<file path="config.mk">
export PLATFORM = sky130hd
export DESIGN_NAME = cache_way_mask_builder
export DESIGN_NICKNAME = d
export VERILOG_FILES = /design/src/hdl/cwmb_pkg.sv /design/src/hdl/cwmb_scan.sv /design/src/hdl/cwmb_pick.sv /design/src/hdl/cache_way_mask_builder.sv
export SDC_FILE = /design/constraint.sdc
export NUM_CORES = 2
export LEC_CHECK = 0
export BUFFER_PORTS_ARGS = -buffer_cell sky130_fd_sc_hd__buf_2
export CAP_MARGIN = 15
export CORE_MARGIN = 2
export CORE_UTILIZATION = 58
export CTS_CLUSTER_DIAMETER = 150
export CTS_CLUSTER_SIZE = 24
export DETAILED_ROUTE_END_ITERATION = 7
export GPL_TIMING_DRIVEN = 0
export PLACE_DENSITY = 0.78
export SLEW_MARGIN = 20
export SYNTH_ARGS = -nofsm -noshare
export SYNTH_HDL_FRONTEND = slang
export SYNTH_SLANG_ARGS = --single-unit
</file>
<file path="constraint.sdc">
create_clock -name clk -period 14.58 [get_ports clk]
set_input_delay 2.187 -clock clk [delete_from_list [all_inputs] [get_ports clk]]
set_output_delay 2.187 -clock clk [all_outputs]
set_load 0.03 [all_outputs]
</file>
<file path="src/hdl/cwmb_pkg.sv">
// ----------------------------------------------------------------------------
// cwmb_pkg
// shared widths, register indexes and opcodes of the way mask builder
// ----------------------------------------------------------------------------
package cwmb_pkg;

    localparam int MASK_BITS_DEF = 64;
    localparam int DATA_W        = 64;
    localparam int CNT_W         = 7;
    localparam int CFG_IDX_W     = 2;

    localparam logic [CFG_IDX_W-1:0] REG_CAPACITY_MASK = 2'd0;
    localparam logic [CFG_IDX_W-1:0] REG_MIN_WAYS      = 2'd1;

    localparam logic OP_MASK = 1'b1;

    localparam logic [CNT_W-1:0] MIN_WAYS_RST = 7'd1;

endpackage

</file>
<file path="src/hdl/cwmb_scan.sv">
// ----------------------------------------------------------------------------
// cwmb_scan
// one register stage of the prefix popcount network over the way vector
// ----------------------------------------------------------------------------
module cwmb_scan #(
    parameter int MASK_BITS = cwmb_pkg::MASK_BITS_DEF,
    parameter int LVL_LO    = 0,
    parameter int LVL_HI    = 3
) (
    input  logic                                              clk,
    input  logic                                              rst_n,
    input  logic                                              in_valid,
    output logic                                              in_ready,
    input  logic                                              in_op,
    input  logic [cwmb_pkg::CNT_W-1:0]                        in_req,
    input  logic [MASK_BITS-1:0]                              in_vec,
    input  logic [MASK_BITS-1:0][$clog2(MASK_BITS+1)-1:0]     in_pre,
    output logic                                              out_valid,
    input  logic                                              out_ready,
    output logic                                              out_op,
    output logic [cwmb_pkg::CNT_W-1:0]                        out_req,
    output logic [MASK_BITS-1:0]                              out_vec,
    output logic [MASK_BITS-1:0][$clog2(MASK_BITS+1)-1:0]     out_pre
);

    localparam int PC_W = $clog2(MASK_BITS+1);

    logic                               vld_reg;
    logic                               op_reg;
    logic [cwmb_pkg::CNT_W-1:0]         req_reg;
    logic [MASK_BITS-1:0]               vec_reg;
    logic [MASK_BITS-1:0][PC_W-1:0]     pre_reg;
    logic [MASK_BITS-1:0][PC_W-1:0]     pre_next;

    assign in_ready = !vld_reg || out_ready;

    always_comb
    begin
        logic [MASK_BITS-1:0][PC_W-1:0] pre_prev;
        pre_next = in_pre;
        for (int l = LVL_LO; l < LVL_HI; l++)
        begin
            pre_prev = pre_next;
            for (int i = 0; i < MASK_BITS; i++)
            begin
                if (i >= (1 << l))
                begin
                    pre_next[i] = pre_prev[i] + pre_prev[i - (1 << l)];
                end
            end
        end
    end

    always_ff @(posedge clk or negedge rst_n)
    begin
        if (!rst_n)
        begin
            vld_reg <= 1'b0;
        end
        else if (in_ready)
        begin
            vld_reg <= in_valid;
        end
    end

    always_ff @(posedge clk)
    begin
        if (in_ready && in_valid)
        begin
            op_reg  <= in_op;
            req_reg <= in_req;
            vec_reg <= in_vec;
            pre_reg <= pre_next;
        end
    end

    assign out_valid = vld_reg;
    assign out_op    = op_reg;
    assign out_req   = req_reg;
    assign out_vec   = vec_reg;
    assign out_pre   = pre_reg;

endmodule

</file>
<file path="src/hdl/cwmb_pick.sv">
// ----------------------------------------------------------------------------
// cwmb_pick
// count clamp, contiguous run search, fallback selection and result stage
// ----------------------------------------------------------------------------
module cwmb_pick #(
    parameter int MASK_BITS = cwmb_pkg::MASK_BITS_DEF
) (
    input  logic                                              clk,
    input  logic                                              rst_n,
    input  logic [MASK_BITS-1:0]                              cap,
    input  logic [cwmb_pkg::CNT_W-1:0]                        min_cnt,
    input  logic                                              in_valid,
    output logic                                              in_ready,
    input  logic                                              in_op,
    input  logic [cwmb_pkg::CNT_W-1:0]                        in_req,
    input  logic [MASK_BITS-1:0]                              in_vec,
    input  logic [MASK_BITS-1:0][$clog2(MASK_BITS+1)-1:0]     in_pre,
    output logic                                              out_valid,
    input  logic                                              out_ready,
    output logic [cwmb_pkg::DATA_W-1:0]                       out_mask,
    output logic [cwmb_pkg::CNT_W-1:0]                        out_count,
    output logic                                              out_ok
);

    localparam int PC_W  = $clog2(MASK_BITS+1);
    localparam int CNT_W = cwmb_pkg::CNT_W;

    // stage enables
    logic c_ld;
    logic d_ld;
    logic e_ld;
    logic f_ld;

    // clamp stage
    logic                           c_vld_reg;
    logic                           c_op_reg;
    logic [CNT_W-1:0]               c_cnt_reg;
    logic                           c_okm_reg;
    logic [MASK_BITS-1:0]           c_vec_reg;
    logic [MASK_BITS-1:0][PC_W-1:0] c_pre_reg;
    logic [CNT_W-1:0]               c_cnt_next;
    logic                           c_okm_next;

    // run search stage
    logic                           d_vld_reg;
    logic                           d_op_reg;
    logic [CNT_W-1:0]               d_cnt_reg;
    logic                           d_okm_reg;
    logic [MASK_BITS-1:0]           d_vec_reg;
    logic [MASK_BITS-1:0]           d_hit_reg;
    logic [MASK_BITS-1:0]           d_fb_reg;
    logic [MASK_BITS-1:0]           d_hit_next;
    logic [MASK_BITS-1:0]           d_fb_next;

    // lowest start isolation stage
    logic                           e_vld_reg;
    logic                           e_op_reg;
    logic [CNT_W-1:0]               e_cnt_reg;
    logic                           e_okm_reg;
    logic [MASK_BITS-1:0]           e_vec_reg;
    logic [MASK_BITS-1:0]           e_oh_reg;
    logic                           e_any_reg;
    logic [MASK_BITS-1:0]           e_fb_reg;
    logic [MASK_BITS-1:0]           e_oh_next;

    // result stage
    logic                           f_vld_reg;
    logic [MASK_BITS-1:0]           f_mask_reg;
    logic [CNT_W-1:0]               f_cnt_reg;
    logic                           f_ok_reg;
    logic [MASK_BITS-1:0]           f_mask_next;
    logic                           f_ok_next;

    assign f_ld     = !f_vld_reg || out_ready;
    assign e_ld     = !e_vld_reg || f_ld;
    assign d_ld     = !d_vld_reg || e_ld;
    assign c_ld     = !c_vld_reg || d_ld;
    assign in_ready = c_ld;

    // effective count and mask request check
    always_comb
    begin
        logic [CNT_W-1:0] lo;
        logic [CNT_W-1:0] hi;
        logic [CNT_W-1:0] pc;
        logic [CNT_W-1:0] wc;
        logic             rej;
        lo = (min_cnt == '0) ? CNT_W'(1) : min_cnt;
        pc = CNT_W'(in_pre[MASK_BITS-1]);
        hi = (pc > lo) ? pc : lo;
        if (in_req == '0 || in_req < lo)
        begin
            wc = lo;
        end
        else if (in_req > hi)
        begin
            wc = hi;
        end
        else
        begin
            wc = in_req;
        end
        rej        = pc < lo;
        c_okm_next = !rej;
        c_cnt_next = (in_op == cwmb_pkg::OP_MASK) ? (rej ? '0 : pc) : wc;
    end

    // window of the requested length built from power-of-two run maps
    always_comb
    begin
        logic [CNT_W-1:0][MASK_BITS-1:0] runs;
        logic [MASK_BITS:0]              acc;
        runs[0] = cap;
        for (int k = 1; k < CNT_W; k++)
        begin
            runs[k] = runs[k-1] & (runs[k-1] >> (1 << (k-1)));
        end
        acc = '1;
        for (int k = 0; k < CNT_W; k++)
        begin
            if (c_cnt_reg[k])
            begin
                acc = {1'b0, runs[k]} & (acc >> (1 << k));
            end
        end
        d_hit_next = acc[MASK_BITS-1:0];
        for (int i = 0; i < MASK_BITS; i++)
        begin
            d_fb_next[i] = cap[i] && (CNT_W'(c_pre_reg[i]) <= c_cnt_reg);
        end
    end

    assign e_oh_next = d_hit_reg & (~d_hit_reg + 1'b1);

    always_comb
    begin
        logic [MASK_BITS:0] ext;
        logic [MASK_BITS:0] win;
        ext = {1'b0, e_oh_reg};
        win = (ext << e_cnt_reg) - ext;
        if (e_op_reg == cwmb_pkg::OP_MASK)
        begin
            f_mask_next = e_okm_reg ? e_vec_reg : '0;
            f_ok_next   = e_okm_reg;
        end
        else
        begin
            f_mask_next = e_any_reg ? win[MASK_BITS-1:0] : e_fb_reg;
            f_ok_next   = (f_mask_next != '0);
        end
    end

    always_ff @(posedge clk or negedge rst_n)
    begin
        if (!rst_n)
        begin
            c_vld_reg <= 1'b0;
            d_vld_reg <= 1'b0;
            e_vld_reg <= 1'b0;
            f_vld_reg <= 1'b0;
        end
        else
        begin
            if (c_ld)
            begin
                c_vld_reg <= in_valid;
            end
            if (d_ld)
            begin
                d_vld_reg <= c_vld_reg;
            end
            if (e_ld)
            begin
                e_vld_reg <= d_vld_reg;
            end
            if (f_ld)
            begin
                f_vld_reg <= e_vld_reg;
            end
        end
    end

    always_ff @(posedge clk)
    begin
        if (c_ld && in_valid)
        begin
            c_op_reg  <= in_op;
            c_cnt_reg <= c_cnt_next;
            c_okm_reg <= c_okm_next;
            c_vec_reg <= in_vec;
            c_pre_reg <= in_pre;
        end
        if (d_ld && c_vld_reg)
        begin
            d_op_reg  <= c_op_reg;
            d_cnt_reg <= c_cnt_reg;
            d_okm_reg <= c_okm_reg;
            d_vec_reg <= c_vec_reg;
            d_hit_reg <= d_hit_next;
            d_fb_reg  <= d_fb_next;
        end
        if (e_ld && d_vld_reg)
        begin
            e_op_reg  <= d_op_reg;
            e_cnt_reg <= d_cnt_reg;
            e_okm_reg <= d_okm_reg;
            e_vec_reg <= d_vec_reg;
            e_oh_reg  <= e_oh_next;
            e_any_reg <= (d_hit_reg != '0);
            e_fb_reg  <= d_fb_reg;
        end
        if (f_ld && e_vld_reg)
        begin
            f_mask_reg <= f_mask_next;
            f_cnt_reg  <= e_cnt_reg;
            f_ok_reg   <= f_ok_next;
        end
    end

    assign out_valid = f_vld_reg;
    assign out_mask  = cwmb_pkg::DATA_W'(f_mask_reg);
    assign out_count = f_cnt_reg;
    assign out_ok    = f_ok_reg;

endmodule

</file>
<file path="src/hdl/cache_way_mask_builder.sv">
// ----------------------------------------------------------------------------
// cache_way_mask_builder
// stages: an accepted transaction passes through every register stage in order
// (two prefix popcount stages, count clamp, run search, start isolation,
// window) on its way to the output
// throughput: one transaction per cycle; a stalled output holds full stages
// reset: capacity mask 0, minimum ways 1, all pipeline stages empty
// ----------------------------------------------------------------------------
module cache_way_mask_builder #(
    parameter int MASK_BITS = cwmb_pkg::MASK_BITS_DEF
) (
    input  logic                               clk,
    input  logic                               rst_n,
    input  logic                               cfg_valid,
    output logic                               cfg_ready,
    input  logic [cwmb_pkg::CFG_IDX_W-1:0]     cfg_index,
    input  logic [cwmb_pkg::DATA_W-1:0]        cfg_data,
    input  logic                               in_valid,
    output logic                               in_ready,
    input  logic                               op,
    input  logic [cwmb_pkg::CNT_W-1:0]         req_ways,
    input  logic [cwmb_pkg::DATA_W-1:0]        req_mask,
    output logic                               out_valid,
    input  logic                               out_ready,
    output logic [cwmb_pkg::DATA_W-1:0]        way_mask,
    output logic [cwmb_pkg::CNT_W-1:0]         way_count,
    output logic                               ok
);

    localparam int PC_W    = $clog2(MASK_BITS+1);
    localparam int LVL_N   = $clog2(MASK_BITS);
    localparam int LVL_MID = LVL_N / 2;

    logic [cwmb_pkg::DATA_W-1:0]        cap_reg;
    logic [cwmb_pkg::CNT_W-1:0]         min_reg;
    logic [MASK_BITS-1:0]               cap;

    logic [MASK_BITS-1:0]               vec_init;
    logic [MASK_BITS-1:0][PC_W-1:0]     pre_init;

    logic                               a_valid;
    logic                               a_ready;
    logic                               a_op;
    logic [cwmb_pkg::CNT_W-1:0]         a_req;
    logic [MASK_BITS-1:0]               a_vec;
    logic [MASK_BITS-1:0][PC_W-1:0]     a_pre;

    logic                               b_valid;
    logic                               b_ready;
    logic                               b_op;
    logic [cwmb_pkg::CNT_W-1:0]         b_req;
    logic [MASK_BITS-1:0]               b_vec;
    logic [MASK_BITS-1:0][PC_W-1:0]     b_pre;

    assign cfg_ready = 1'b1;

    always_ff @(posedge clk or negedge rst_n)
    begin
        if (!rst_n)
        begin
            cap_reg <= '0;
            min_reg <= cwmb_pkg::MIN_WAYS_RST;
        end
        else if (cfg_valid && cfg_ready)
        begin
            case (cfg_index)
                cwmb_pkg::REG_CAPACITY_MASK:
                begin
                    cap_reg <= cfg_data;
                end
                cwmb_pkg::REG_MIN_WAYS:
                begin
                    min_reg <= cfg_data[cwmb_pkg::CNT_W-1:0];
                end
                default:
                begin
                end
            endcase
        end
    end

    assign cap = cap_reg[MASK_BITS-1:0];

    // mask requests count only their allowed ways
    always_comb
    begin
        if (op == cwmb_pkg::OP_MASK)
        begin
            vec_init = req_mask[MASK_BITS-1:0] & cap;
        end
        else
        begin
            vec_init = cap;
        end
        for (int i = 0; i < MASK_BITS; i++)
        begin
            pre_init[i] = PC_W'(vec_init[i]);
        end
    end

    cwmb_scan #(
        .MASK_BITS (MASK_BITS),
        .LVL_LO    (0),
        .LVL_HI    (LVL_MID)
    ) u_scan_lo (
        .clk       (clk),
        .rst_n     (rst_n),
        .in_valid  (in_valid),
        .in_ready  (in_ready),
        .in_op     (op),
        .in_req    (req_ways),
        .in_vec    (vec_init),
        .in_pre    (pre_init),
        .out_valid (a_valid),
        .out_ready (a_ready),
        .out_op    (a_op),
        .out_req   (a_req),
        .out_vec   (a_vec),
        .out_pre   (a_pre)
    );

    cwmb_scan #(
        .MASK_BITS (MASK_BITS),
        .LVL_LO    (LVL_MID),
        .LVL_HI    (LVL_N)
    ) u_scan_hi (
        .clk       (clk),
        .rst_n     (rst_n),
        .in_valid  (a_valid),
        .in_ready  (a_ready),
        .in_op     (a_op),
        .in_req    (a_req),
        .in_vec    (a_vec),
        .in_pre    (a_pre),
        .out_valid (b_valid),
        .out_ready (b_ready),
        .out_op    (b_op),
        .out_req   (b_req),
        .out_vec   (b_vec),
        .out_pre   (b_pre)
    );

    cwmb_pick #(
        .MASK_BITS (MASK_BITS)
    ) u_pick (
        .clk       (clk),
        .rst_n     (rst_n),
        .cap       (cap),
        .min_cnt   (min_reg),
        .in_valid  (b_valid),
        .in_ready  (b_ready),
        .in_op     (b_op),
        .in_req    (b_req),
        .in_vec    (b_vec),
        .in_pre    (b_pre),
        .out_valid (out_valid),
        .out_ready (out_ready),
        .out_mask  (way_mask),
        .out_count (way_count),
        .out_ok    (ok)
    );

    // accepted transaction lands in the first stage
    a_accept_fills: assert property (@(posedge clk) disable iff (!rst_n)
        in_valid && in_ready |=> a_valid)
        else $error("accepted transaction missing from first stage");

    // a granted result always carries ways
    a_ok_has_mask: assert property (@(posedge clk) disable iff (!rst_n)
        out_valid && ok |-> way_mask != '0)
        else $error("ok result with empty mask");

    a_ok_has_count: assert property (@(posedge clk) disable iff (!rst_n)
        out_valid && ok |-> way_count != '0)
        else $error("ok result with zero way count");

    // rejected or empty results never leak ways
    a_reject_clear: assert property (@(posedge clk) disable iff (!rst_n)
        out_valid && !ok |-> way_mask == '0)
        else $error("rejected result with nonzero mask");

endmodule
</file>
Word level (Yosys, flattened, before mapping)
Cells that the tools add are included.

cells by class
  add/subtract/negate cells = 323
  order comparisons = 68
  equality and inequality tests = 1
  shift operators = 1
  muxes and demuxes = 18
  bitwise logic cells = 15
  reduce and logical (&&, ||, !) cells = 91

operators with widths
  operator                                                         number
  7-bit adder                                                      253
  7-bit <= comparator                                              63
  65-bit two-way mux                                               6
  64-bit two-way mux                                               5
  64-bit by 63-bit bitwise AND with 64-bit output                  2
  64-bit bitwise AND                                               2
  64-bit nonzero test                                              2
  1-bit by 1-bit adder with 2-bit output                           63
  1-bit logical AND                                                70
  64-bit by 1-bit adder with 64-bit output, second input constant  1
  64-bit by 1-bit bitwise AND with 64-bit output                   1
  64-bit by 32-bit bitwise AND with 64-bit output                  1
  64-bit by 33-bit bitwise AND with 64-bit output                  1
  64-bit by 48-bit bitwise AND with 64-bit output                  1
  64-bit by 49-bit bitwise AND with 64-bit output                  1
  64-bit by 56-bit bitwise AND with 64-bit output                  1
  64-bit by 57-bit bitwise AND with 64-bit output                  1
  64-bit by 60-bit bitwise AND with 64-bit output                  1
  64-bit by 61-bit bitwise AND with 64-bit output                  1
  64-bit by 62-bit bitwise AND with 64-bit output                  1
  64-bit inverter                                                  1
  64-bit by 7-bit << shifter with 64-bit output                    1
  64-bit subtractor                                                1
  7-bit two-way mux                                                6
  11 further kinds                                                 31

word-level totals
  bits in registers = 2095
  bits of input ports = 143
  output and inout bits = 75

Longest topological paths before layout
  word-level depth = 13
  depth in mapped cells = 27
  mapped depth without buffers = 23

Modules after synthesis
Synthesis repeated with hierarchy kept, for this count alone.

second synthesis, totals
  cell total of the unflattened synthesis = 14161
  area total of the unflattened synthesis = 157992.8 um^2

modules (own cells, without submodules)
  module                  instances  cells an instance  area each (um^2)  seq. area each (um^2)
  cwmb_scan at u_scan_lo  1          5330               56339.0           15640.0
  cwmb_pick               1          4879               55553.3           30008.8
  cwmb_scan at u_scan_hi  1          3663               42384.4           15640.0
  cache_way_mask_builder  1          289                3716.1            1778.0

Least setup slack after synthesis
No wires, ideal clock.

  path kind = input -> register
  start point = input port out_ready
  end point = register u_pick.e_any_reg (enable)
  library setup time = 1.073 ns
  arrival time = 16.835 ns
  data required time = 13.507 ns
  setup slack = -3.328 ns
  stages = 2
  buffers on the path = 0
  path through = nor2b_1 a21boi_0

on the way
  cells in the longest elaborated chain, start to end = 3

ends and longest elaborated chain
  element               RTL line                      text
  start, declared       cache_way_mask_builder.sv:24  input logic out_ready,
  1-bit logical OR      cwmb_pick.sv:74               assign f_ld = !f_vld_reg || out_ready;
  1-bit logical OR      cwmb_pick.sv:75               assign e_ld = !e_vld_reg || f_ld;
  1-bit logical AND     cwmb_pick.sv:202              if (e_ld && d_vld_reg)
  end signal, assigned  cwmb_pick.sv:209              e_any_reg <= (d_hit_reg != '0);
  end, declared         cwmb_pick.sv:62               logic e_any_reg;

Every way passes these cells.
A chain may end at the register's enable or synchronous reset.

Worst setup path after layout
  start point = register u_pick.e_cnt_reg[1]
  end point = register u_pick.f_ok_reg (netlist: u_pick.out_ok), data pin

on the way
  cells in the longest elaborated chain, start to end = 5

ends and longest elaborated chain
  element                                        RTL line          text
  start, declared                                cwmb_pick.sv:58   logic [CNT_W-1:0] e_cnt_reg;
  start signal, assigned                         cwmb_pick.sv:205  e_cnt_reg <= d_cnt_reg;
  64-bit by 7-bit << shifter with 64-bit output  cwmb_pick.sv:140  win = (ext << e_cnt_reg) - ext;
  64-bit subtractor                              cwmb_pick.sv:140
  64-bit two-way mux                             cwmb_pick.sv:148  f_mask_next = e_any_reg ? win[MASK_BITS-1:0] : e_fb_reg;
  64-bit nonzero test                            cwmb_pick.sv:149  f_ok_next = (f_mask_next != '0);
  1-bit two-way mux                              cwmb_pick.sv:141  if (e_op_reg == cwmb_pkg::OP_MASK)
  via u_pick.f_ok_next                           cwmb_pick.sv:72   logic f_ok_next;
  end signal, assigned                           cwmb_pick.sv:216  f_ok_reg <= f_ok_next;
  end, declared                                  cwmb_pick.sv:70   logic f_ok_reg;

The timed path passes the listed nets, and every way through them passes these cells.

==> run metrics <==
Final period util 0.653; total of max-cap violations 0; Fillers 13644; Netlist cell types 100; R2R Path Start u_pick.e_cnt_reg[1]; drt pass-1 iters 6; sequential element share of the synthesized area 0.499; hold buffers post-CTS 0; GRT Overall Usage 0.402; critical path arrival 10.02 ns; initial antenna violation count 51; worst hold start u_scan_lo.out_vec[8]; Worst setup SP type register; syn avg cell area 12.3 um^2; DR vias 73737; io pins 218; CTS root buf clkbuf_16; fin. max-slew vios 0; Min-Delay Path Class reg2reg; Post-synth ARST share 0.0432; Post-synth top flop edfxtp_1; Chip Width 432 um; critical path capture point type register; Post-CTS Resized 0; routed wl met3 32.7 mm; YS warnings 0; worst slew pin tran 1.31 ns; crit path max fanout 10; mapped cell area 106000 um^2; DR iter-0 viols 9243; Initial Util 0.583; final hold violations 0; vias in the first global route 73065; WS Path Type reg2reg; min cycle time layout 9.52 ns; die height 432 um; Worst-path clk slew 0.10 ns; GRT overflow 0; worst skew pair latency 0.81 ns; Syn Nets 10379; core area 183000 um^2; Post-DRT Antenna Nets 0; setup bufs post-CTS 0; post-synthesis cell count 8649; largest net degree at the start of global routing 62; uppermost layer routed met5; Clock Tree Buf Depth 3; input/output buffers 216; hpwl dp 303 mm; WL/cell 32.6 um; RD Place Congestion 1.01; CTS tree yes; CTS sink count 1783; htree depth 3; max frequency 105 MHz; met2 WL 171 mm; met1 wire length 140 mm; via density per instance 6.39; Worst Path Required 15.09 ns; Clock Skew 0.0923 ns; Setup TNS 0 ns; Relative slew margins 0.130; Setup Viol. Count Final 0; unrepaired setup endpoints after global routing false; Setup crit start u_pick.e_cnt_reg[1]; Routed Wire Length 376 mm; count of flip-flops with a built-in enable after synthesis 1706; nets 10809; full die area 187000 um^2; first-pass GRT wire length 525 mm; status complete, no violations; FF+latch count, synth 1783; # DRC 0; CTS buffer count 85; area grow syn2layout 8.86%; share of cells above drive strength 1 0.0819; site row count 157
==> final cells by class <==
| type | instances | area [um^2] | area share |
|---|---|---|---|
| inverters | 1036 | 3900 | 0.0336 |
| flip-flops and latches | 1783 | 53200 | 0.459 |
| clock inverters | 8 | 168 | 0.00145 |
| plain buffers | 250 | 1040 | 0.00901 |
| well taps | 2385 | 2980 | 0.0258 |
| multi-input cells | 5580 | 48700 | 0.420 |
| clock buffers | 117 | 2290 | 0.0198 |
| diodes | 40 | 100 | 0.000864 |
| repair buffers | 343 | 3540 | 0.0306 |
==> cell usage after synthesis, types with 11 or more instances <==
cell      count  share of area
clkbuf_1    182         0.0064
nand2b_1    131         0.0077
a21boi_0     72         0.0051
nor2b_1     145         0.0085
or4_1        15         0.0011
mux2_2       84         0.0089
nand3_1     109         0.0051
a21oi_1     396          0.019
nor3b_1      17         0.0012
inv_1      1031          0.036
dfrtp_1      76          0.018
a211oi_1     36         0.0025
and3_1       46         0.0027
a21o_1      335          0.024
o22ai_1      51         0.0030
or3_1        33         0.0019
mux4_2       55          0.012
o22a_1       31         0.0026
fa_1        389          0.073
o21ai_0     383          0.018
and2_1       37         0.0022
o21bai_1     32         0.0023
a31oi_1      39         0.0023
nor4_1       23         0.0014
ha_1       1198           0.14
buf_2        29         0.0014
nor3_1       70         0.0033
edfxtp_1   1706           0.48
nand4_1     120         0.0071
o21a_1      138         0.0097
a311oi_1     14         0.0012
xnor2_1     250          0.021
nor2_1      413          0.015
a22o_1       20         0.0016
o32ai_1      11        0.00091
mux2i_1      93         0.0087
o21ai_1      15        0.00071
o211ai_1     14        0.00099
nand2_1     484          0.017
and4_1       19         0.0016
xor2_1       68         0.0056
buf_1        30         0.0011
==> layer usage <==
layer  GRT usage  up-vias
met2       0.624     4038
met3      0.0731      996
li1            -    32013
met5           0        -
met1       0.511    36674
met4       0.285       16
==> critical path, stage by stage, from the launching register on <==
cell and delay [ns]:
edfxtp_1 0.38, buf_2 0.39, buf_2 0.38, buf_1 0.61, clkbuf_1 0.69, mux4_2 0.44, mux2i_1 0.89, nand2_1 0.11
o21ai_0 0.26, nor2_1 0.08, nor2_1 0.42, nor2_1 0.09, ha_1 0.29, clkbuf_1 0.38, a21oi_1 0.16, o21ai_1 0.37
nand2b_1 0.17, a31oi_1 0.28, a2111oi_2 1.04, o21ai_0 0.23, a31oi_1 0.36, nand4_1 0.12, or4_1 0.57, nor4_1 0.37
a31oi_1 0.18
==> logic make-up (layout without fill, tap and decap cells) <==
| kind of cell | count (synthesis) | in the layout | share of synthesized area |
|---|---|---|---|
| AO/OA/AOI/OAI | 1732 | 1732 | 0.106 |
| XOR/XNOR | 318 | 318 | 0.0262 |
| adder cells (fa/ha/maj) | 1587 | 1587 | 0.214 |
| buffers and inverters | 1286 | 1754 | 0.0461 |
| flip-flops | 1783 | 1783 | 0.499 |
| multiplexers | 232 | 232 | 0.0293 |
| other | 1 | 41 | 0.0000352 |
| AND/OR/NAND/NOR | 1710 | 1710 | 0.0792 |
==> cells in the final DEF (no fill, tap or decap), drive strengths merged, types with 16 or more instances in the layout <==
cell	Yosys	routed
a21boi	75	75
xnor2	250	250
fa	389	389
nor2	413	413
and3	46	46
inv	1034	1037
edfxtp	1706	1706
o21ai	398	398
nand4	121	121
nor3	74	74
a22o	20	20
and2	37	37
nor3b	17	17
a21o	336	336
nand2	484	484
a31oi	40	40
o22a	31	31
diode	0	40
and4	19	19
or4	16	16
a211oi	38	38
or3	33	33
o21a	138	138
nor4	25	25
dfrtp	76	76
o22ai	51	51
o21bai	32	32
mux2i	93	93
clkbuf	182	299
buf	68	411
nand3	109	109
nand2b	131	131
ha	1198	1198
nor2b	145	145
xor2	68	68
mux2	84	84
a21oi	397	397
mux4	55	55
==> worst paths after layout <==
check	end	slack (ns)	cells past startpoint
max	u_pick.out_ok	5.06	24
min	u_scan_hi.out_vec[8]	0.40	0
min reg2reg	u_scan_hi.out_vec[8]	0.40	0
max in group asynchronous	cap[58]	12.45	2
min in group asynchronous	min_reg[4]	1.41	1
max reg2reg	u_pick.out_ok	5.06	24
==> through the flow <==
stage | area (um^2) | cells | setup slack (ns) | hold WS (ns) | utilization
CTS | 116000 | 11502 | 5.23 | 0.401 | 0.634
floorplan | 106000 | 8649 | 0.991 | 0.400 | -
global placement | 111000 | 11250 | -4.03 | 0.400 | 0.605
finish | 116000 | 11542 | 5.06 | 0.399 | 0.634
detailed placement | 113000 | 11377 | 5.26 | 0.405 | 0.620
global route | 116000 | 11510 | 4.97 | 0.419 | 0.634
Power is not shown: default switching activity piles up to over one toggle a cycle in this logic, so the estimate is an artifact.
